<file path="config.mk">
export PLATFORM = sky130hd
export DESIGN_NAME = mbe_ctrl_flat
export DESIGN_NICKNAME = d
export VERILOG_FILES = /design/src/design/mbe_pkg.sv /design/src/design/mbe_if.sv /design/src/design/mbe_ctrl.sv /design/src/flat_wrapper.sv
export SDC_FILE = /design/constraint.sdc
export NUM_CORES = 1
export LEC_CHECK = 0
export ABC_AREA = 1
export CAP_MARGIN = 0
export CORE_MARGIN = 5
export CORE_UTILIZATION = 40
export CTS_BUF_LIST = sky130_fd_sc_hd__clkbuf_2 sky130_fd_sc_hd__clkbuf_4 sky130_fd_sc_hd__clkbuf_8
export DETAILED_ROUTE_END_ITERATION = 8
export DONT_BUFFER_PORTS = 1
export PLACE_DENSITY_LB_ADDON = 0.3
export SLEW_MARGIN = 5
export SYNTH_ARGS = -nofsm -noshare
export SYNTH_HDL_FRONTEND = slang
export SYNTH_SLANG_ARGS = --single-unit
</file>
<file path="constraint.sdc">
create_clock -name clk -period 2.6 [get_ports clk]
set_input_delay 0.13 -clock clk [delete_from_list [all_inputs] [get_ports clk]]
set_output_delay 0.13 -clock clk [all_outputs]
set_load 0.02 [all_outputs]
</file>
<file path="src/design/mbe_pkg.sv">
// Shared types and constants of the mask boundary edge extractor.
package mbe_pkg;

  // Width of a grid corner coordinate on the result channel.
  localparam int COORD_W = 13;
  // Width of a configuration register value.
  localparam int DIM_W = 13;
  // Width of the configuration register index.
  localparam int CFG_IDX_W = 4;
  // Image size after reset, before any register write.
  localparam int DIM_RESET = 4096;

  typedef logic [COORD_W-1:0]   coord_t;
  typedef logic [DIM_W-1:0]     dim_t;
  typedef logic [CFG_IDX_W-1:0] cfg_idx_t;

  // Configuration register indexes.
  localparam cfg_idx_t REG_IMAGE_WIDTH  = cfg_idx_t'(0);
  localparam cfg_idx_t REG_IMAGE_HEIGHT = cfg_idx_t'(1);

  // Edge kinds, in the order they leave the block for one pixel.
  localparam int EDGE_ROW    = 0;  // Edge shared with the cell above.
  localparam int EDGE_RIGHT  = 1;  // Right image border.
  localparam int EDGE_BOTTOM = 2;  // Bottom image border.
  localparam int EDGE_COL    = 3;  // Edge shared with the cell to the left.
  localparam int EDGE_KINDS  = 4;

  typedef logic [EDGE_KINDS-1:0] edge_set_t;

  // One pixel on its way from the row-memory stage to the edge stage.
  typedef struct packed {
    logic   mask_bit;    // Bit of this pixel.
    logic   above_known; // Row above lies inside the image.
    logic   left_bit;    // Bit of the left neighbor, zero at the first column.
    logic   last_col;
    logic   last_row;
    coord_t x;
    coord_t y;
  } pix_t;

endpackage

</file>
<file path="src/design/mbe_if.sv">
// Channel interfaces of the mask boundary edge extractor.
interface mbe_in_if;
  logic valid;
  logic ready;
  logic mask_bit;
  modport source (output valid, output mask_bit, input ready);
  modport sink (input valid, input mask_bit, output ready);
endinterface


interface mbe_cfg_if;
  logic              valid;
  logic              ready;
  mbe_pkg::cfg_idx_t index;
  mbe_pkg::dim_t     data;
  modport source (output valid, output index, output data, input ready);
  modport sink (input valid, input index, input data, output ready);
endinterface

</file>
<file path="src/design/mbe_ctrl.sv">
// Raster position tracking, configuration registers and row memory access.
module mbe_ctrl #(
  parameter int MAX_WIDTH  = 4096,
  parameter int MAX_HEIGHT = 4096
) (
  input  logic                         clk,
  input  logic                         rst_n,
  mbe_in_if.sink                       in_ch,
  mbe_cfg_if.sink                      cfg_ch,
  input  logic                         pix_take,
  output logic                         pix_valid,
  output mbe_pkg::pix_t                pix,
  output logic                         ram_en,
  output logic [$clog2(MAX_WIDTH)-1:0] ram_addr,
  output logic                         ram_wr_data
);

  localparam int XW = $clog2(MAX_WIDTH);
  localparam int YW = $clog2(MAX_HEIGHT);
  localparam int RESET_W = (MAX_WIDTH < mbe_pkg::DIM_RESET) ? MAX_WIDTH : mbe_pkg::DIM_RESET;
  localparam int RESET_H = (MAX_HEIGHT < mbe_pkg::DIM_RESET) ? MAX_HEIGHT : mbe_pkg::DIM_RESET;
  localparam logic [XW-1:0] W_LAST_MAX   = XW'(MAX_WIDTH - 1);
  localparam logic [YW-1:0] H_LAST_MAX   = YW'(MAX_HEIGHT - 1);
  localparam logic [XW-1:0] W_LAST_RESET = XW'(RESET_W - 1);
  localparam logic [YW-1:0] H_LAST_RESET = YW'(RESET_H - 1);

  logic [XW-1:0] w_last_r, w_last_nxt;
  logic [YW-1:0] h_last_r, h_last_nxt;
  logic [XW-1:0] x_r, x_nxt;
  logic [YW-1:0] y_r, y_nxt;
  logic          left_r, left_nxt;
  logic          pix_valid_r, pix_valid_nxt;
  mbe_pkg::pix_t pix_r;
  logic          accept;
  logic          cfg_write;
  logic          last_col;
  logic          last_row;

  assign cfg_ch.ready = 1'b1;
  assign cfg_write    = cfg_ch.valid && (cfg_ch.index == mbe_pkg::REG_IMAGE_WIDTH ||
                                         cfg_ch.index == mbe_pkg::REG_IMAGE_HEIGHT);

  // The stage can take a pixel when it is empty or its pixel moves on this cycle.
  assign in_ch.ready = !pix_valid_r || pix_take;
  assign accept      = in_ch.valid && in_ch.ready;
  assign last_col    = (x_r == w_last_r);
  assign last_row    = (y_r == h_last_r);

  // The row memory is read and written at the pixel's column in the same cycle.
  assign ram_en      = accept;
  assign ram_addr    = x_r;
  assign ram_wr_data = in_ch.mask_bit;

  assign pix_valid = pix_valid_r;
  assign pix       = pix_r;

  // Clamped last column and last row from register writes.
  always_comb begin
    w_last_nxt = w_last_r;
    h_last_nxt = h_last_r;
    if (cfg_ch.valid) begin
      unique case (cfg_ch.index)
        mbe_pkg::REG_IMAGE_WIDTH: begin
          if (cfg_ch.data == '0) begin
            w_last_nxt = '0;
          end else if (int'(cfg_ch.data) > MAX_WIDTH) begin
            w_last_nxt = W_LAST_MAX;
          end else begin
            w_last_nxt = XW'(cfg_ch.data - mbe_pkg::dim_t'(1));
          end
        end
        mbe_pkg::REG_IMAGE_HEIGHT: begin
          if (cfg_ch.data == '0) begin
            h_last_nxt = '0;
          end else if (int'(cfg_ch.data) > MAX_HEIGHT) begin
            h_last_nxt = H_LAST_MAX;
          end else begin
            h_last_nxt = YW'(cfg_ch.data - mbe_pkg::dim_t'(1));
          end
        end
        default: begin
        end
      endcase
    end
  end

  // Raster position and left neighbor; a register write restarts the frame.
  always_comb begin
    x_nxt    = x_r;
    y_nxt    = y_r;
    left_nxt = left_r;
    priority if (cfg_write) begin
      x_nxt    = '0;
      y_nxt    = '0;
      left_nxt = 1'b0;
    end else if (accept) begin
      if (last_col) begin
        x_nxt    = '0;
        left_nxt = 1'b0;
        y_nxt    = last_row ? '0 : y_r + YW'(1);
      end else begin
        x_nxt    = x_r + XW'(1);
        left_nxt = in_ch.mask_bit;
      end
    end
  end

  assign pix_valid_nxt = accept ? 1'b1 : (pix_take ? 1'b0 : pix_valid_r);

  always_ff @(posedge clk) begin
    if (!rst_n) begin
      w_last_r    <= W_LAST_RESET;
      h_last_r    <= H_LAST_RESET;
      x_r         <= '0;
      y_r         <= '0;
      left_r      <= 1'b0;
      pix_valid_r <= 1'b0;
    end else begin
      w_last_r    <= w_last_nxt;
      h_last_r    <= h_last_nxt;
      x_r         <= x_nxt;
      y_r         <= y_nxt;
      left_r      <= left_nxt;
      pix_valid_r <= pix_valid_nxt;
    end
  end

  // Pixel record; the above bit arrives from the row memory read, registered alongside it.
  always_ff @(posedge clk) begin
    if (accept) begin
      pix_r.mask_bit    <= in_ch.mask_bit;
      pix_r.above_known <= (y_r != '0);
      pix_r.left_bit    <= left_r && (x_r != '0);
      pix_r.last_col    <= last_col;
      pix_r.last_row    <= last_row;
      pix_r.x           <= mbe_pkg::coord_t'(x_r);
      pix_r.y           <= mbe_pkg::coord_t'(y_r);
    end
  end

endmodule

</file>
<file path="src/flat_wrapper.sv">
// flat-port wrapper written by rule: the top's interface ports become plain ports
module mbe_ctrl_flat 
#(
  parameter int MAX_WIDTH  = 4096,
  parameter int MAX_HEIGHT = 4096
)
  (clk, rst_n, pix_take, pix_valid, pix, ram_en, ram_addr, ram_wr_data, in_ch_valid, in_ch_mask_bit, in_ch_ready, cfg_ch_valid, cfg_ch_index, cfg_ch_data, cfg_ch_ready);
  mbe_in_if in_ch_i ();
  mbe_cfg_if cfg_ch_i ();
  input  logic clk;
  input  logic rst_n;
  input  logic pix_take;
  output logic pix_valid;
  output mbe_pkg::pix_t pix;
  output logic ram_en;
  output logic [$clog2(MAX_WIDTH)-1:0] ram_addr;
  output logic ram_wr_data;
  input wire logic [$bits(in_ch_i.valid)-1:0] in_ch_valid;
  input wire logic [$bits(in_ch_i.mask_bit)-1:0] in_ch_mask_bit;
  output wire logic [$bits(in_ch_i.ready)-1:0] in_ch_ready;
  input wire logic [$bits(cfg_ch_i.valid)-1:0] cfg_ch_valid;
  input wire logic [$bits(cfg_ch_i.index)-1:0] cfg_ch_index;
  input wire logic [$bits(cfg_ch_i.data)-1:0] cfg_ch_data;
  output wire logic [$bits(cfg_ch_i.ready)-1:0] cfg_ch_ready;
  assign in_ch_i.valid = in_ch_valid;
  assign in_ch_i.mask_bit = in_ch_mask_bit;
  assign in_ch_ready = in_ch_i.ready;
  assign cfg_ch_i.valid = cfg_ch_valid;
  assign cfg_ch_i.index = cfg_ch_index;
  assign cfg_ch_i.data = cfg_ch_data;
  assign cfg_ch_ready = cfg_ch_i.ready;
  mbe_ctrl #(.MAX_WIDTH(MAX_WIDTH), .MAX_HEIGHT(MAX_HEIGHT)) u_core (.clk(clk), .rst_n(rst_n), .in_ch(in_ch_i), .cfg_ch(cfg_ch_i), .pix_take(pix_take), .pix_valid(pix_valid), .pix(pix), .ram_en(ram_en), .ram_addr(ram_addr), .ram_wr_data(ram_wr_data));
endmodule
</file>
# Word level (Yosys, flattened, before mapping)
# Cells that the tools add are included.
# Widths: inputs -> output; s select.
# word_totals
reg_bits,79
latchBits,0
ramBits,0
romBits,0
inputBits,23
out_inout_bits,48
wordCells,43
mem_count,0
# classes
add_sub_neg,3
multipliers,0
div,0
order_cmp,1
eq_ne,3
n_shift,0
n_mux,7
bitwise,1
n_reduce_logical,15
# ops
operator,n
$mux 12,4
$add 12x1->12 const B,2
$eq 12x12->1,2
$reduce_bool 12->1,2
$gt 13x13->1 const B,1
$logic_not 13->1,1
$sub 12x1->12 const B,1
$reduce_and 2->1,3
$eq 4x1->1 const B,1
$logic_not 4->1,1
$logic_and 1x1->1,3
$mux 1,3
$logic_or 1x1->1,2
$reduce_bool 2->1,1
$reduce_or 2->1,1
$logic_not 1->1,1
$not 1->1,1

# Logic depth before layout (Yosys ltp)
# Gate-level depths: netlist (run 1).
# logic_depth
depth_word,4
ltp_mapped,12
mapped_depth_nobuf,12

# Worst setup path after synthesis (run 1)
# OpenSTA, ideal clock, no wires.
# synth_timing
kind,register to register
from,"register u_core.pix_valid_r, in the netlist u_core.pix_valid"
to,"register u_core.x_r[11], in the netlist u_core.ram_addr[11]"
setup_time_ns,0.111
arrival_ns,1.989
path_slack_ns,0.500
path_stages_with_launch,9
period_less_slack_ns,2.100
cell_sequence,dfxtp_1 > a21oi_4 > nand2_1 > nor2_2 > nand3_1 > nor2_1 > nand2_1 > nand2_1 > nor2_2
# synth_between
elab_chain_cells,3
# synth_rtl
element,line_no,rtl
from (decl),mbe_ctrl.sv:32,"logic pix_valid_r, pix_valid_nxt;"
from (signal assigned),mbe_ctrl.sv:124,pix_valid_r <= pix_valid_nxt;
$logic_not 1->1,mbe_ctrl.sv:44,assign in_ch.ready = !pix_valid_r || pix_take;
$logic_or 1x1->1,mbe_ctrl.sv:44,
$logic_and 1x1->1,mbe_ctrl.sv:45,assign accept = in_ch.valid && in_ch.ready;
net ram_en,flat_wrapper.sv:15,output logic ram_en;
to (signal assigned),mbe_ctrl.sv:121,x_r <= x_nxt;
to (decl),mbe_ctrl.sv:29,"logic [XW-1:0] x_r, x_nxt;"
# The timed path passes the listed nets, and every way through them passes these cells.
# A chain may end at the register's enable or synchronous reset.

# Worst setup path after layout (run 1)
# layout_timing
from,"register u_core.x_r[2], in the netlist u_core.ram_addr[2]"
to,register u_core.y_r[1]
# layout_between
elab_chain_cells,2
# layout_rtl
element,line_no,rtl
$eq 12x12->1,mbe_ctrl.sv:46,assign last_col = (x_r == w_last_r);
$reduce_and 2->1 (no source line),--,
to (signal assigned),mbe_ctrl.sv:122,y_r <= y_nxt;
to (decl),mbe_ctrl.sv:30,"logic [YW-1:0] y_r, y_nxt;"
# No other way between the ends.

==> flow_summary.ini, run 1 <==
[outcome]
outcome = complete, no violations

[synth]
ys_types = 38
synthTopCellsByArea = dfxtp_1 (24%), edfxtp_1 (21%), nand2_1 (16%)
synthCells = 549
synth-edff-count = 29
synth_seq_cells = 79
netlist_area_sq_um = 4124
synth_top_area_share_pct = 24.27
synth-seq-area-share_pct = 45.39
synthArstFlopShare_pct = 0
yosysWarnings = 0
synth_top_area_cell = dfxtp_1
synthFlopType = dfxtp_1
syn_avg_cell_area_sq_um = 7.512

[timing]
fin_skew_ns = 0.009903
worstMarginPinSlew_ns = 0.6892
holdWs_ns = 0.06944
setup_violations = 0
fmax_mhz = 516.3
final_hold_viol_count = 0
final.setup.tns_ns = 0
drv_slew = 0
post-route-min-period_ns = 1.937
rsz0062_at_grt = false
fin_crit_sh_pct = 74.49
slew_headroom_pct = 53.75

[drt]
routed_wirelength_um = 9046
drtIter0Drc = 133
wl_per_cell_um = 13.03
vias_per_cell = 4.733
drc_errors = 0
final_antenna_net_count = 0
vias = 3285
dr.pass1.iters = 5

[cts]
cts_made_buffers = 9
insertion_delay_ns = 0.36
cts_root_buf = clkbuf_8
clk_pin_slew_ns = 0.08
htree_num_levels = 3
clk_path_buf_depth = 2
cts_resized = 0
post_cts_buffers = 0
cts_sinks = 79
cts_tree = done

[grt]
antenna_found_initial = 0
grt_pass1_vias = 3094
grt_pass1_wl_um = 14960
grt_usage_pct = 14.90
grt_max_degree = 27
overflow = 0

[floorplanning]
start_util_pct = 40.49
core_area_sq_um = 10180
rows = 37
die_w_um = 111.5
die_y_um = 111.5
fp.dieArea_sq_um = 12440
top_level_ports = 71

[worst_setup_path]
cpPeakStageDelay_ns = 0.56
end_kind = register
critPathKind = reg2reg
cp-start-kind = register
crit_path_frequent_cell = nand2_1
path_cells = inv_1 > nand2_1 > nand2_1 > nor2_1 > nand2_1 > nor2_4 > nand3_4 > nand2_4 > inv_1 > nand2_1 > nand2_1
path_max_fanout = 15
cp_slowest_cell = dfxtp_1
crit_required_ns = 2.85
arrival_ns = 2.19

[finish]
nets = 582
mostFrequentLayoutCells = nand2_1 (178), inv_1 (73), dfxtp_1 (50)
diodes = 0
drive_gt1_share_pct = 8.781
area_growth_pct = 8.677
final_common_cell = nand2_1

[pwr]
leakage_nw = 1.909
worst_ir_drop_vdd_mv = 0.3189
p_per_area_nw_per_um2 = 573.8
power.total_mw = 2.572

[run]
drv_cap = 0

[worst_hold_path]
min_path_type = in2reg

[placed_design]
gp_congestion = 0.8745
port_buffers = 0
hpwlAfterDp_um = 6883
-- where the power goes --
part / switching (mW) / internal [mW] / leakage, nW
Clock: 0.427 / 0.629 / 0.123
Sequential: 0.0548 / 1.32 / 0.697
Combinational: 0.0984 / 0.0445 / 1.09
Total: 0.581 / 1.99 / 1.91
-- logic make-up (layout without fill, tap and decap cells) --
logic type,after synthesis,in the layout,share of synthesized area [%]
buffers and inverters,95,103,10.10
other,2,3,0.1821
AND/OR/NAND/NOR,303,303,32.62
adder cells (fa/ha/maj),6,6,1.820
AO/OA/AOI/OAI,47,47,6.280
flip-flops,79,79,45.39
XOR/XNOR,17,17,3.610
-- cell usage after synthesis, types with 3 or more instances --
cell	instances
nand2_1	178
inv_1	73
dfxtp_1	50
nand3_1	42
nor2_1	38
a21oi_1	36
edfxtp_1	29
nand4_1	11
nor2_2	11
xnor2_1	10
nor3_1	7
xor2_1	7
ha_1	6
inv_2	6
nor2_4	5
o21ai_0	5
buf_2	4
buf_4	4
buf_6	3
-- critical path, delay by kind of cell (launching register included) --
family	cells	cell delay [ns]
simple gates	9	1.05
flops	1	0.56
buf+inv	2	0.21
-- area by class of cell --
class | instances | area, sq um
clock inverter | 3 | 65.06
timing repair buffer | 7 | 62.56
tap | 136 | 170.2
multi-input combinational | 376 | 1839
inverter | 80 | 300.3
clock buffer | 13 | 172.7
sequential | 79 | 1872
fill | 1052 | 5703
-- state kept, by name, summed over array words and instances (netlist names) --
register          cells
u_core.h_last_r      12
u_core.left_r         1
u_core.pix           29
u_core.pix_valid      1
u_core.ram_addr      12
u_core.w_last_r      12
u_core.y_r           12
-- metal layers --
metal  track usage [%]  routed length (um)
met1             19.52                4358
met2             23.12                4006
met3             3.533                 466
met4             7.299                 215
met5                 0                   0
-- worst paths after layout --
path	startpoint	depth (start not counted)	to	slack, ns
setup / recovery	u_core.ram_addr[2]	11	u_core.y_r[1]	0.66
hold / removal	cfg_ch_index[0]	4	u_core.h_last_r[1]	0.07
setup reg to reg	u_core.ram_addr[2]	11	u_core.y_r[1]	0.66
hold reg to reg	u_core.h_last_r[9]	2	u_core.h_last_r[9]	0.50
-- stage by stage --
| step | setup slack, ns | area (sq um) | instances | util (%) |
|---|---|---|---|---|
| after floorplan | 0.4997 | 4128 | 550 | - |
| after global routing | 0.4225 | 4482 | 694 | 44.00 |
| after CTS | 0.6564 | 4482 | 694 | 44.00 |
| after global placement | 0.7113 | 4204 | 674 | 41.28 |
| after detailed placement | 0.6676 | 4204 | 674 | 41.28 |
| final | 0.6633 | 4482 | 694 | 44.00 |
-- timing repair --
action / in CTS / in global routing
hold buffers: 4 / 0
endpoints found under the hold margin: 16 / 0
setup endpoints to repair: 0 / 0
(Power assumes the default switching activity.)
==> inputs of run 2 (changes only) <==
==> constraint.sdc (replaced) <==
create_clock -name clk -period 2 [get_ports clk]
set_input_delay 0.1 -clock clk [delete_from_list [all_inputs] [get_ports clk]]
set_output_delay 0.1 -clock clk [all_outputs]
set_load 0.02 [all_outputs]
==> flow_summary.ini, run 2 (synthesized netlist as in run 1, its figures left out) <==
[finish]
fillCellCount = 1068
final_util_pct = 44.42
area_growth_pct = 9.709
diodes = 0
mostFrequentLayoutCells = nand2_1 (177), inv_1 (73), dfxtp_1 (49)
nets = 595
drive_gt1_share_pct = 11.03
postLayoutCellArea_sq_um = 4524
largest_reg_flops = 29
final_common_cell = nand2_1
final-instance-count-excl-fill = 707

[worst_setup_path]
critPathKind = reg2reg
reg2regPathDepth = 11
arrival_ns = 2.01
end_kind = register
path_max_fanout = 15
r2r-start = u_core.ram_addr[3]
crit_required_ns = 2.25
r2r_slack_ns = 0.25
r2r-end = u_core.y_r[1]
cp-start-kind = register

[drt]
dr.pass1.iters = 4
wl_per_cell_um = 13.01
routed_wirelength_um = 9198
drtIter0Drc = 170
drc_errors = 0
vias = 3384
final_antenna_net_count = 0
vias_per_cell = 4.786

[timing]
fin_skew_ns = 0.005408
post-route-min-period_ns = 1.751
worstMarginPinSlew_ns = 0.4977
holdWs_ns = 0.03899
fmax_mhz = 571.0
rsz0062_at_grt = false
slew_headroom_pct = 66.73
final_hold_viol_count = 0
fin_ws_ns = 0.2486
final.setup.tns_ns = 0
fin_crit_sh_pct = 87.57
drv_slew = 0
setup_violations = 0

[cts]
cts_hold_buf = 4
post_cts_buffers = 0
insertion_delay_ns = 0.36
htree_num_levels = 3
cts_made_buffers = 9
cts_root_buf = clkbuf_8
clk_pin_slew_ns = 0.08
clk_path_buf_depth = 2
cts_tree = done
cts_sinks = 79
cts_resized = 0

[floorplanning]
fp.dieArea_sq_um = 12440
core_area_sq_um = 10180
start_util_pct = 40.49
die_w_um = 111.5
die_y_um = 111.5
rows = 37
top_level_ports = 71

[worst_hold_path]
min_to = u_core.h_last_r[0]
min_path_type = in2reg
min_path_cells = 4
hp-start = cfg_ch_index[0]

[pwr]
seqPwrFrac_pct = 58.7
pwr-share-clk_pct = 34.6
switching_share_pct = 25.62
p_per_area_nw_per_um2 = 669.0
intPower_mw = 2.252
p_comb_share_pct = 6.7
leakage_nw = 1.939
worst_ir_drop_vdd_mv = 0.2847
p_switching_mw = 0.7754
power.total_mw = 3.027

[grt]
grt_pass1_wl_um = 15440
antenna_found_initial = 0
grt_max_degree = 28
grt_pass1_vias = 3189
overflow = 0
grt_usage_pct = 15.30

[placed_design]
dp.cells = 687
hpwlAfterDp_um = 7128
gp_congestion = 0.8975
dpl_cell_area_sq_um = 4310
port_buffers = 0
pre_cts_slack_ns = 0.2534

[run]
drv_cap = 0

[outcome]
outcome = complete, no violations
## run 2: changes by cell type in the layout (fill, tap and decap cells not counted), sizes merged
cell and delta:
clkbuf -3, clkinvlp +3, buf +13, bufinv -2, clkinv +2
## run 2: routing by layer
metal	GRT usage (%)	wire, um	up-vias
met2	23.28	4052	84
met3	3.859	502	14
met1	20.60	4453	1529
met5	0	0	-
li1	-	-	1757
met4	6.813	189	0
## run 2: area by class of cell
type / instances / area, sq um / area share (%)
sequential: 79 / 1873 / 41.40
tap: 136 / 170.2 / 3.761
clock inverter: 6 / 36.28 / 0.8020
timing repair buffer: 20 / 160.2 / 3.540
clock buffer: 10 / 137.6 / 3.042
multi-input combinational: 376 / 1847 / 40.82
inverter: 80 / 300.3 / 6.637
## run 2: worst max-delay path, cell delays in order, from the launching register on
cell and delay (ns):
dfxtp_1 0.48, inv_2 0.07, nand2_1 0.06, nand2_1 0.06, nor2_1 0.10, nand2_1 0.10, nor2_4 0.18, nand3_4 0.16
nand2_4 0.24, inv_1 0.09, nand2_1 0.06, nand2_1 0.05
## run 2: power by group through the flow
stage,sequential [mW],combinational [mW],clock [mW]
final,1.78,0.202,1.05
after global routing,1.78,0.230,1.16
after global placement,1.81,0.190,0
after floorplan,1.81,0.154,0
after CTS,1.78,0.204,1.09
after detailed placement,1.82,0.195,0
## run 2: worst max-delay path by stage
stage | from | to | slack [ns]
after floorplan | u_core.pix_valid | u_core.ram_addr[11] | 0.01
after global placement | u_core.y_r[3] | u_core.y_r[4] | 0.30
after detailed placement | u_core.ram_addr[0] | u_core.ram_addr[10] | 0.25
after CTS | u_core.ram_addr[0] | u_core.ram_addr[10] | 0.24
after global routing | u_core.y_r[3] | u_core.y_r[3] | 0.03
final | u_core.ram_addr[3] | u_core.y_r[1] | 0.25
