===== src/design/mbe_pkg.sv =====
// Shared types and constants of the mask boundary edge extractor.
package mbe_pkg;

  // Width of a grid corner coordinate on the result channel.
  localparam int COORD_W = 13;
  // Width of a configuration register value.
  localparam int DIM_W = 13;
  // Width of the configuration register index.
  localparam int CFG_IDX_W = 4;
  // Image size after reset, before any register write.
  localparam int DIM_RESET = 4096;

  typedef logic [COORD_W-1:0]   coord_t;
  typedef logic [DIM_W-1:0]     dim_t;
  typedef logic [CFG_IDX_W-1:0] cfg_idx_t;

  // Configuration register indexes.
  localparam cfg_idx_t REG_IMAGE_WIDTH  = cfg_idx_t'(0);
  localparam cfg_idx_t REG_IMAGE_HEIGHT = cfg_idx_t'(1);

  // Edge kinds, in the order they leave the block for one pixel.
  localparam int EDGE_ROW    = 0;  // Edge shared with the cell above.
  localparam int EDGE_RIGHT  = 1;  // Right image border.
  localparam int EDGE_BOTTOM = 2;  // Bottom image border.
  localparam int EDGE_COL    = 3;  // Edge shared with the cell to the left.
  localparam int EDGE_KINDS  = 4;

  typedef logic [EDGE_KINDS-1:0] edge_set_t;

  // One pixel on its way from the row-memory stage to the edge stage.
  typedef struct packed {
    logic   mask_bit;    // Bit of this pixel.
    logic   above_known; // Row above lies inside the image.
    logic   left_bit;    // Bit of the left neighbor, zero at the first column.
    logic   last_col;
    logic   last_row;
    coord_t x;
    coord_t y;
  } pix_t;

endpackage


===== src/design/mbe_if.sv =====


interface mbe_out_if;
  logic           valid;
  logic           ready;
  mbe_pkg::coord_t start_x;
  mbe_pkg::coord_t start_y;
  mbe_pkg::coord_t end_x;
  mbe_pkg::coord_t end_y;
  logic           last_of_pixel;
  logic           frame_done;
  modport source (output valid, output start_x, output start_y, output end_x, output end_y,
                  output last_of_pixel, output frame_done, input ready);
  modport sink (input valid, input start_x, input start_y, input end_x, input end_y,
                input last_of_pixel, input frame_done, output ready);
endinterface



===== src/design/mbe_emit.sv =====
// Edge set evaluation and one-edge-per-cycle result serializer, while the result channel is ready.
module mbe_emit (
  input  logic          clk,
  input  logic          rst_n,
  input  logic          pix_valid,
  input  mbe_pkg::pix_t pix,
  input  logic          above_rd,
  output logic          pix_take,
  mbe_out_if.source     out_ch
);

  mbe_pkg::edge_set_t pend_r, pend_nxt;
  mbe_pkg::edge_set_t new_set;
  mbe_pkg::edge_set_t sel;
  mbe_pkg::coord_t    x_r, y_r;
  logic               fg_r;
  logic               frame_end_r;
  mbe_pkg::coord_t    x1, y1;
  logic               above;
  logic               out_valid_r;
  logic               out_load;
  logic               emit;
  logic               sel_last;
  logic               busy;

  // Edges of the pixel: each boundary side where the bits on both sides differ.
  assign above = pix.above_known && above_rd;
  always_comb begin
    new_set = '0;
    new_set[mbe_pkg::EDGE_ROW]    = pix.mask_bit ^ above;
    new_set[mbe_pkg::EDGE_RIGHT]  = pix.mask_bit && pix.last_col;
    new_set[mbe_pkg::EDGE_BOTTOM] = pix.mask_bit && pix.last_row;
    new_set[mbe_pkg::EDGE_COL]    = pix.mask_bit ^ pix.left_bit;
  end

  // Lowest pending edge goes out first.
  assign sel      = pend_r & (~pend_r + mbe_pkg::edge_set_t'(1));
  assign sel_last = ((pend_r & ~sel) == '0);
  assign busy     = (pend_r != '0);
  assign out_load = !out_valid_r || out_ch.ready;
  assign emit     = busy && out_load;
  assign pix_take = pix_valid && (!busy || (emit && sel_last));

  always_comb begin
    pend_nxt = pend_r;
    if (pix_take) begin
      pend_nxt = new_set;
    end else if (emit) begin
      pend_nxt = pend_r & ~sel;
    end
  end

  always_ff @(posedge clk) begin
    if (!rst_n) begin
      pend_r      <= '0;
      out_valid_r <= 1'b0;
    end else begin
      pend_r <= pend_nxt;
      if (out_load) begin
        out_valid_r <= emit;
      end
    end
  end

  // Pixel coordinates held while its edges drain.
  always_ff @(posedge clk) begin
    if (pix_take) begin
      x_r         <= pix.x;
      y_r         <= pix.y;
      fg_r        <= pix.mask_bit;
      frame_end_r <= pix.last_col && pix.last_row;
    end
  end

  assign x1 = x_r + mbe_pkg::coord_t'(1);
  assign y1 = y_r + mbe_pkg::coord_t'(1);

  // Corner coordinates of the selected edge, clockwise around the foreground.
  always_ff @(posedge clk) begin
    if (emit) begin
      out_ch.last_of_pixel <= sel_last;
      out_ch.frame_done    <= frame_end_r;
      unique case (1'b1)
        sel[mbe_pkg::EDGE_ROW]: begin
          out_ch.start_x <= fg_r ? x_r : x1;
          out_ch.start_y <= y_r;
          out_ch.end_x   <= fg_r ? x1 : x_r;
          out_ch.end_y   <= y_r;
        end
        sel[mbe_pkg::EDGE_RIGHT]: begin
          out_ch.start_x <= x1;
          out_ch.start_y <= y_r;
          out_ch.end_x   <= x1;
          out_ch.end_y   <= y1;
        end
        sel[mbe_pkg::EDGE_BOTTOM]: begin
          out_ch.start_x <= x1;
          out_ch.start_y <= y1;
          out_ch.end_x   <= x_r;
          out_ch.end_y   <= y1;
        end
        default: begin
          out_ch.start_x <= x_r;
          out_ch.start_y <= fg_r ? y1 : y_r;
          out_ch.end_x   <= x_r;
          out_ch.end_y   <= fg_r ? y_r : y1;
        end
      endcase
    end
  end

  assign out_ch.valid = out_valid_r;

endmodule


===== src/flat_wrapper.sv =====
// flat-port wrapper written by rule: the top's interface ports become plain ports
module mbe_emit_flat 
  (clk, rst_n, pix_valid, pix, above_rd, pix_take, out_ch_valid, out_ch_start_x, out_ch_start_y, out_ch_end_x, out_ch_end_y, out_ch_last_of_pixel, out_ch_frame_done, out_ch_ready);
  mbe_out_if out_ch_i ();
  input  logic clk;
  input  logic rst_n;
  input  logic pix_valid;
  input  mbe_pkg::pix_t pix;
  input  logic above_rd;
  output logic pix_take;
  output wire logic [$bits(out_ch_i.valid)-1:0] out_ch_valid;
  output wire logic [$bits(out_ch_i.start_x)-1:0] out_ch_start_x;
  output wire logic [$bits(out_ch_i.start_y)-1:0] out_ch_start_y;
  output wire logic [$bits(out_ch_i.end_x)-1:0] out_ch_end_x;
  output wire logic [$bits(out_ch_i.end_y)-1:0] out_ch_end_y;
  output wire logic [$bits(out_ch_i.last_of_pixel)-1:0] out_ch_last_of_pixel;
  output wire logic [$bits(out_ch_i.frame_done)-1:0] out_ch_frame_done;
  input wire logic [$bits(out_ch_i.ready)-1:0] out_ch_ready;
  assign out_ch_valid = out_ch_i.valid;
  assign out_ch_start_x = out_ch_i.start_x;
  assign out_ch_start_y = out_ch_i.start_y;
  assign out_ch_end_x = out_ch_i.end_x;
  assign out_ch_end_y = out_ch_i.end_y;
  assign out_ch_last_of_pixel = out_ch_i.last_of_pixel;
  assign out_ch_frame_done = out_ch_i.frame_done;
  assign out_ch_i.ready = out_ch_ready;
  mbe_emit u_core (.clk(clk), .rst_n(rst_n), .pix_valid(pix_valid), .pix(pix), .above_rd(above_rd), .pix_take(pix_take), .out_ch(out_ch_i));
endmodule

===== config.mk =====
export PLATFORM = sky130hd
export DESIGN_NAME = mbe_emit_flat
export DESIGN_NICKNAME = d
export VERILOG_FILES = /design/src/design/mbe_pkg.sv /design/src/design/mbe_if.sv /design/src/design/mbe_emit.sv /design/src/flat_wrapper.sv
export SDC_FILE = /design/constraint.sdc
export NUM_CORES = 1
export LEC_CHECK = 0
export BUFFER_PORTS_ARGS = -buffer_cell sky130_fd_sc_hd__buf_2
export CAP_MARGIN = 20
export CORE_ASPECT_RATIO = 1.5
export CORE_MARGIN = 4
export CORE_UTILIZATION = 30
export DETAILED_ROUTE_END_ITERATION = 10
export GPL_TIMING_DRIVEN = 0
export PLACE_DENSITY_LB_ADDON = 0.3
export SLEW_MARGIN = 5
export SYNTH_ARGS = -nofsm -noshare
export SYNTH_HDL_FRONTEND = slang
export SYNTH_SLANG_ARGS = --single-unit

===== constraint.sdc =====
create_clock -name clk -period 5.4 [get_ports clk]
set_input_delay 1.08 -clock clk [delete_from_list [all_inputs] [get_ports clk]]
set_output_delay 1.08 -clock clk [all_outputs]
set_load 0.005 [all_outputs]

# After elaboration in Yosys (flattened, before gate mapping)
# Index checks and enable logic that the tools add are counted.
# W data, S select, Z words.
# op_classes
reduce_logical	16
n_mux	10
n_addsub	3
bitwise	6
# op_table
operator	count
$pmux W13 S2	4
$mux W13	4
$add A13 B1 Y13 const B	2
$and A4 B4 Y4	2
$mux W4	2
$not A4 Y4	2
$logic_and A1 B1 Y1	7
$add A4 B1 Y4 const B	1
$logic_not A4 Y1	1
$reduce_bool A4 Y1	1
$reduce_or A2 Y1	2
$logic_not A1 Y1	2
$logic_or A1 B1 Y1	2
$reduce_bool A2 Y1	1
$xor A1 B1 Y1	2
# word_totals
output_inout_bits	56
wordCells	47
inputBits	36
reg_bits	87

# Longest topological paths before layout
# Gate-level depths: netlist of the first run.
# depth
ltp_word	10
mapped_depth	5
depth_no_buf	5

# Least setup slack after synthesis of the first run
# OpenSTA, ideal clock, no wires.
# synth_path
path_kind	input-to-reg
startpoint	in out_ch_ready
endpoint	reg u_core.out_ch.end_x[0], enable pin
slack_ps	1361
required_ps	4934
setup_time_ps	466
stages	3
path_buffers	1
arrival_ps	3572
path_cell_list	nor2b_1 > clkbuf_1 > nor2_1
# synth_between
elab_chain_cells	2
# synth_lines
item	line_no	rtl
from (decl)	flat_wrapper.sv:18	input wire logic [$bits(out_ch_i.ready)-1:0] out_ch_ready;
$logic_or A1 B1 Y1	mbe_emit.sv:40	assign out_load = !out_valid_r || out_ch.ready;
$logic_and A1 B1 Y1	mbe_emit.sv:41	assign emit = busy && out_load;
via u_core.emit	mbe_emit.sv:22	logic emit;
to (signal assigned)	mbe_emit.sv:87	out_ch.end_x <= fg_r ? x1 : x_r;
to (signal assigned)	mbe_emit.sv:99	out_ch.end_x <= x_r;
to (signal assigned)	mbe_emit.sv:105	out_ch.end_x <= x_r;
to (decl)	mbe_if.sv:12	modport source (output valid, output start_x, output start_y, output end_x, output end_y,
# The timed path passes the listed nets, and every way through them passes these cells.
# A chain may end at the register's enable or synchronous reset.

# Worst setup path in the final report of the first run
# layout_path
startpoint	in out_ch_ready
endpoint	out pix_take
# layout_between
elab_chain_cells	5
# layout_lines
item	line_no	rtl
$logic_or A1 B1 Y1	mbe_emit.sv:40	
$logic_and A1 B1 Y1	mbe_emit.sv:41	
$logic_and A1 B1 Y1	mbe_emit.sv:42	assign pix_take = pix_valid && (!busy || (emit && sel_last));
$logic_or A1 B1 Y1	mbe_emit.sv:42	
$logic_and A1 B1 Y1	mbe_emit.sv:42	
to (decl)	flat_wrapper.sv:10	output logic pix_take;
# Every way passes these cells.

==> out/metrics.cfg, run 1 <==
[finish]
multi_input_area_sq_um = 1090
layout.nets = 402
layout-drive-gt1-share_pct = 32.2
fillers = 1183
register_area_sq_um = 2560
area_delta_synth_final_pct = 28.8
design_area_sq_um = 4750

[sta]
slew_violations = 0
maxSlewHeadroom_pct = 42.3
final-setup-viol-count = 0
rsz0062_at_grt = no
max_clock_freq_mhz = 255
fin_crit_ns = 3.92
tightest_slew_ns = 0.842
hold_viol = 0
fin_setup_tns_ns = 0
period_share_pct = 72.6
fin_skew_ns = 0.00558

[routing]
vias = 2252
drt_first_pass_iters = 4
wire_per_inst_um = 14.1
drcViolationCount = 0
routed_wirelength_um = 7380
postRouteAntennaNets = 0
drt_iter0_markers = 49
viasPerCell = 4.31

[synthesis]
yosys_warnings = 0
ys_seq_area_share_pct = 69.5
synth.avg_cell_area_sq_um = 14.1
syn_area_sq_um = 3680
synth-seq-cells = 87
syn_nets = 299
synth.distinct_cells = 37
synth_cells = 261

[setup_path]
crit_path_max_incr_delay_ns = 0.39
critical_path.max_fanout = 15
crit_required_ns = 4.32
crit_path_top_delay_cell = inv_1
crit_path_cell_trace = buf_2 > nor2b_1 > clkbuf_1 > a21oi_1 > o21ai_1 > inv_1 > buf_16 > buf_2
critPathKind = primary input to primary output
end_kind = primary output
startpoint_type = primary input
crit_family = buffers and inverters
worst_ep_arrival_time_ns = 2.84
path_common_cell = buf_2
cp.buffers_inverters = 5

[placement]
hpwl_um = 5800
placed_area_sq_um = 4380
port-buffer-count = 90
gp_congestion = 0.816

[clock_tree]
path_clk_slew_ns = 0.06
htreeDepth = 3
cts_tree = built
cts_setup_buffers = 0
root_buffer = clkbuf_16
cts_sinks = 87
cts_hold_buf = 0
clkLatencyLatePin_ns = 0.33
cts_buffer_depth = 2
numCtsBuffers = 9
ctsResizeCount = 0

[power]
peakVddDrop_mv = 0.161
power.leakage_nw = 1.78
p_int_mw = 1.40
power_switching_uw = 373
power_frac_clock_pct = 41.6
p_comb_share_pct = 10.2
power_frac_seq_pct = 48.2
power_density_nw_per_um2 = 374
power.share.switching_pct = 21.0

[die]
io_pins = 92
dieArea_sq_um = 14200
fp.coreArea_sq_um = 12000
start_util_pct = 30.7
die_h_um = 144
placementRows = 49
die_w_um = 98.5

[grt]
grt_usage_pct = 10.7
antenna_found_initial = 1
grt_pass1_wl_um = 11500
grt_overflow_total = 0
grt_pass1_vias = 2254
grt_max_degree = 30

[run_status]
status = finished, final reports clean

[min_path]
min_path_type = flop to flop

[run]
maxCapViolations = 0

synth_stat cells:
cell type | number | area (sq um)
buf_1 | 2 | 7.51
and2_1 | 2 | 12.5
nor4b_2 | 2 | 30.0
maj3_1 | 1 | 10.0
nand2_1 | 25 | 93.8
and4bb_2 | 1 | 12.5
clkbuf_1 | 4 | 15.0
nand2b_1 | 1 | 6.26
nand3_1 | 16 | 80.1
nand4bb_1 | 1 | 11.3
or3_1 | 2 | 12.5
nor2_1 | 22 | 82.6
mux2_2 | 2 | 22.5
nor3b_1 | 1 | 7.51
mux2i_1 | 1 | 10.0
o311ai_0 | 1 | 8.76
o31a_1 | 1 | 8.76
nor4_2 | 1 | 12.5
and4_1 | 1 | 8.76
xnor2_1 | 27 | 236
or3_4 | 1 | 11.3
buf_2 | 1 | 5.00
o211ai_1 | 2 | 15.0
xor2_1 | 23 | 201
nor3_2 | 2 | 20.0
o21ai_1 | 2 | 10.0
dfxtp_1 | 5 | 100
or2_2 | 2 | 12.5
nor2b_1 | 1 | 6.26
and3_1 | 3 | 18.8
edfxtp_1 | 82 | 2460
o21ai_0 | 6 | 30.0
nand4_1 | 6 | 37.5
nor3_1 | 4 | 20.0
inv_1 | 4 | 15.0
ha_1 | 2 | 25.0
a21oi_1 | 1 | 5.00
placed cells by master (no fill, tap or decap), types with 2 or more instances in the layout:
| cell | n |
|---|---|
| and3_1 | 3 |
| and2_1 | 2 |
| o21ai_1 | 2 |
| nor3_1 | 4 |
| edfxtp_1 | 82 |
| nor2_1 | 21 |
| inv_1 | 4 |
| nand2_1 | 25 |
| buf_1 | 2 |
| buf_2 | 91 |
| nand4_1 | 6 |
| mux2_2 | 2 |
| nor3_2 | 2 |
| nand3_1 | 16 |
| o21ai_0 | 6 |
| xor2_1 | 23 |
| nor4b_2 | 2 |
| clkbuf_1 | 5 |
| xnor2_1 | 27 |
| ha_1 | 2 |
| dfxtp_1 | 5 |
| or2_2 | 2 |
| bufinv_16 | 4 |
| clkbuf_16 | 9 |
| or3_1 | 2 |
| o211ai_1 | 2 |
worst register-to-register path, delay by kind of cell (launching register included):
family	cells	cell delay, ns
fa+ha+maj	1	0.43
simple gates	1	0.15
compound gates	1	0.14
buf+inv	3	1.02
flops	1	0.32
layout make-up:
| type | instances | share of cell area, % |
|---|---|---|
| tap | 153 | 4.03 |
| clock buffer | 10 | 4.82 |
| antenna | 1 | 0.0527 |
| timing repair buffer | 92 | 10.5 |
| buffer | 7 | 0.580 |
| inverter | 4 | 0.316 |
| sequential | 87 | 54.0 |
| clock inverter | 6 | 2.79 |
| multi-input combinational | 163 | 22.9 |
stage by stage:
| stage | cells | hold slack (ns) | util (%) | setup WS, ns | total power, mW |
|---|---|---|---|---|---|
| after floorplan | 261 | 0.400 | - | 1.36 | 0.961 |
| after global placement | 504 | 0.401 | 36.0 | 0.326 | 1.05 |
| after detailed placement | 506 | 0.435 | 36.5 | 1.45 | 1.06 |
| after CTS | 522 | 0.450 | 39.5 | 1.45 | 1.81 |
| after global routing | 523 | 0.453 | 39.5 | 1.29 | 1.86 |
| final | 523 | 0.446 | 39.5 | 1.48 | 1.78 |
power by group through the flow:
| stage | clock, mW | combinational [mW] | sequential, mW |
|---|---|---|---|
| finish | 0.739 | 0.181 | 0.857 |
| global route | 0.791 | 0.202 | 0.865 |
| CTS | 0.760 | 0.187 | 0.859 |
| detailed placement | 0 | 0.186 | 0.872 |
| global placement | 0 | 0.173 | 0.878 |
| floorplan | 0 | 0.0832 | 0.877 |
path summary, 6_finish.rpt:
path,start,end,slack [ns],cells after the start
min reg2reg,u_core.frame_end_r$_DFFE_PP_,u_core.out_ch.frame_done$_DFFE_PP_,0.45,0
max,out_ch_ready,pix_take,1.48,8
min,u_core.frame_end_r$_DFFE_PP_,u_core.out_ch.frame_done$_DFFE_PP_,0.45,0
max reg2reg,u_core.pend_r[0]$_SDFFE_PN0P_,u_core.x_r[9]$_DFFE_PP_,3.05,6
sequential cells by signal, indices dropped and copies added (netlist names):
signal,count
u_core.out_ch.frame_done,1
u_core.out_ch.valid,1
u_core.y_r,13
u_core.pend_r,4
u_core.x_r,13
u_core.out_ch.last_of_pixel,1
u_core.fg_r,1
u_core.out_ch.start_y,13
u_core.frame_end_r,1
u_core.out_ch.start_x,13
u_core.out_ch.end_x,13
u_core.out_ch.end_y,13
layer usage:
layer	GRT usage (%)	routed length [um]	vias up
met4	6.12	216	0
met5	0	0	-
met3	2.62	326	11
met1	10.7	2640	1035
li1	-	-	1153
met2	19.8	4200	53
logic make-up after synthesis:
family	synth area share [%]
buf+inv	1.15
simple gates	13.5
xor+xnor	11.9
fa+ha+maj	0.951
flops	69.5
compound gates	2.11
mux	0.883
(Power assumes the default switching activity.)
==> inputs of run 2 (changes only) <==
==> constraint.sdc (replaced) <==
create_clock -name clk -period 3.3 [get_ports clk]
set_input_delay 0.66 -clock clk [delete_from_list [all_inputs] [get_ports clk]]
set_output_delay 0.66 -clock clk [all_outputs]
set_load 0.005 [all_outputs]
==> run 2 against run 1 <==
Clock skew is 0.0026 ns higher. Total power increased by 51%. Global-route usage increased by 0.50 points. Final area fell by 1.6%. Sequential power up 63%. Setup slack got worse by 1.2 ns. Critical path type is now flop to primary output.
==> out/metrics.cfg, run 2 (synthesis results as in run 1) <==
[grt]
grt_max_degree = 29  ; -3.3%
grt_pass1_vias = 2454  ; +8.9%
grt_overflow_total = 0  ; unchanged
grt_pass1_wl_um = 12100  ; +5.7%
antenna_found_initial = 0  ; -1
grt_usage_pct = 11.1  ; +0.50 points

[finish]
register_area_sq_um = 2560  ; unchanged
mostFrequentLayoutCells = 91 x buf_2, 82 x edfxtp_1, 27 x xnor2_1
antennaDiodeCount = 0  ; -1
fillers = 1188  ; +0.42%
mostFrequentLayoutCell = buf_2
layout-drive-gt1-share_pct = 32.0  ; -0.27 points
layout.nets = 402  ; unchanged
multi_input_area_sq_um = 1090  ; unchanged
instances_no_fill = 522  ; -0.19%
design_area_sq_um = 4670  ; -1.6%
area_delta_synth_final_pct = 26.8

[die]
die_h_um = 144  ; unchanged
io_pins = 92  ; unchanged
placementRows = 49  ; unchanged
fp.coreArea_sq_um = 12000  ; unchanged
start_util_pct = 30.7  ; unchanged
dieArea_sq_um = 14200  ; unchanged
die_w_um = 98.5  ; unchanged

[setup_path]
crit_required_ns = 2.64  ; -1.68 ns
critical_path.max_fanout = 20  ; +5
cp.buffers_inverters = 4  ; -1
startpoint_type = flop
crit_path_top_delay_cell = maj3_1
crit_family = buffers and inverters
crit_path_cell_trace = buf_1 > maj3_1 > nor3_1 > o21ai_1 > inv_1 > buf_16 > buf_2
crit_path_max_incr_delay_ns = 0.42  ; +0.03 ns
end_kind = primary output
worst_ep_arrival_time_ns = 2.38  ; -0.46 ns
critPathKind = flop to primary output
cp-startpoint = u_core.pend_r[0]$_SDFFE_PN0P_
timing.rr.start = u_core.pend_r[0]$_SDFFE_PN0P_

[clock_tree]
htreeDepth = 3  ; unchanged
cts_hold_buf = 0  ; unchanged
ctsResizeCount = 0  ; unchanged
root_buffer = clkbuf_16
cts_buffer_depth = 2  ; unchanged
cts_setup_buffers = 0  ; unchanged
cts_sinks = 87  ; unchanged
numCtsBuffers = 9  ; unchanged
clkLatencyLatePin_ns = 0.33  ; about the same
cts_tree = built
path_clk_slew_ns = 0.06  ; about the same

[power]
power_density_nw_per_um2 = 575  ; +54%
power_frac_clock_pct = 36.8  ; -4.8 points
power_switching_uw = 623  ; +67%
power.leakage_nw = 1.74  ; -2.3%
power.share.switching_pct = 23.2  ; +2.2 points
power_frac_seq_pct = 52.1  ; +3.9 points
peakVddDrop_mv = 0.238  ; +48%
p_comb_share_pct = 11.1  ; +0.9 points
p_int_mw = 2.06  ; +47%

[routing]
drt_iter0_markers = 34  ; -31%
drcViolationCount = 0  ; unchanged
routed_wirelength_um = 7440  ; +0.73%
wire_per_inst_um = 14.2  ; +0.92%
vias = 2315  ; +2.8%
drt_first_pass_iters = 4  ; unchanged
postRouteAntennaNets = 0  ; unchanged
viasPerCell = 4.43  ; +3.0%

[placement]
dpl.cell_count = 506  ; unchanged
hpwl_um = 5730  ; -1.2%
placed_area_sq_um = 4380  ; unchanged
gp_congestion = 0.797  ; -2.4%
pre_cts_slack_ns = 0.248  ; -1.20 ns
port-buffer-count = 90  ; unchanged

[sta]
finalHoldWorstSlack_ns = 0.426  ; -0.0198 ns
hold_viol = 0  ; unchanged
layout_setup_ws_ns = 0.264  ; -1.22 ns
fin_skew_ns = 0.00814  ; +0.00255 ns
rsz0062_at_grt = no
period_share_pct = 92.0
maxSlewHeadroom_pct = 45.5  ; +3.3 points
slew_violations = 0  ; unchanged
max_clock_freq_mhz = 329
fin_setup_tns_ns = 0  ; unchanged
tightest_slew_ns = 0.794  ; -0.0474 ns
final-setup-viol-count = 0  ; unchanged
fin_crit_ns = 3.04

[run_status]
status = finished, final reports clean

[min_path]
hp-start = u_core.frame_end_r$_DFFE_PP_
min_path_type = flop to flop

[run]
maxCapViolations = 0  ; unchanged

-- run 2: metal layers --
layer | global-route usage, % | part of all wire [%] | vias to the layer above | wire length [um]
met5 | 0 | 0 | - | 0
met4 | 5.18 | 2.6 | 0 | 191
met3 | 3.45 | 5.3 | 12 | 392
met2 | 21.2 | 57 | 56 | 4240
met1 | 10.8 | 35 | 1094 | 2620
li1 | - | - | 1153 | -
-- run 2: final timing paths --
path | to | slack [ns] | cells past startpoint
setup / recovery | pix_take | 0.26 | 7
hold / removal | u_core.out_ch.frame_done$_DFFE_PP_ | 0.43 | 0
setup reg to reg | u_core.x_r[3]$_DFFE_PP_ | 1.09 | 6
hold reg to reg | u_core.out_ch.frame_done$_DFFE_PP_ | 0.43 | 0
-- run 2: power by group through the flow --
stage	Sequential (mW)	Clock, mW	Combinational, mW
global placement	1.43	0	0.285
global route	1.41	1.07	0.334
finish	1.40	0.989	0.298
CTS	1.40	1.02	0.308
floorplan	1.43	0	0.137
detailed placement	1.42	0	0.307
-- run 2: layout make-up --
cell class	instances	share of cell area, %
repair buffers	92	10.7
inverters	4	0.321
clock buffers	10	4.90
well taps	153	4.10
clock inverters	6	1.31
flip-flops and latches	87	54.8
plain buffers	7	0.589
multi-input cells	163	23.3
-- run 2: per-stage QoR --
| step | power, mW | util [%] |
|---|---|---|
| after CTS | 2.73 | 38.9 |
| after floorplan | 1.57 | - |
| after global placement | 1.71 | 36.0 |
| after detailed placement | 1.73 | 36.5 |
| after global routing | 2.82 | 38.9 |
| final | 2.69 | 38.9 |
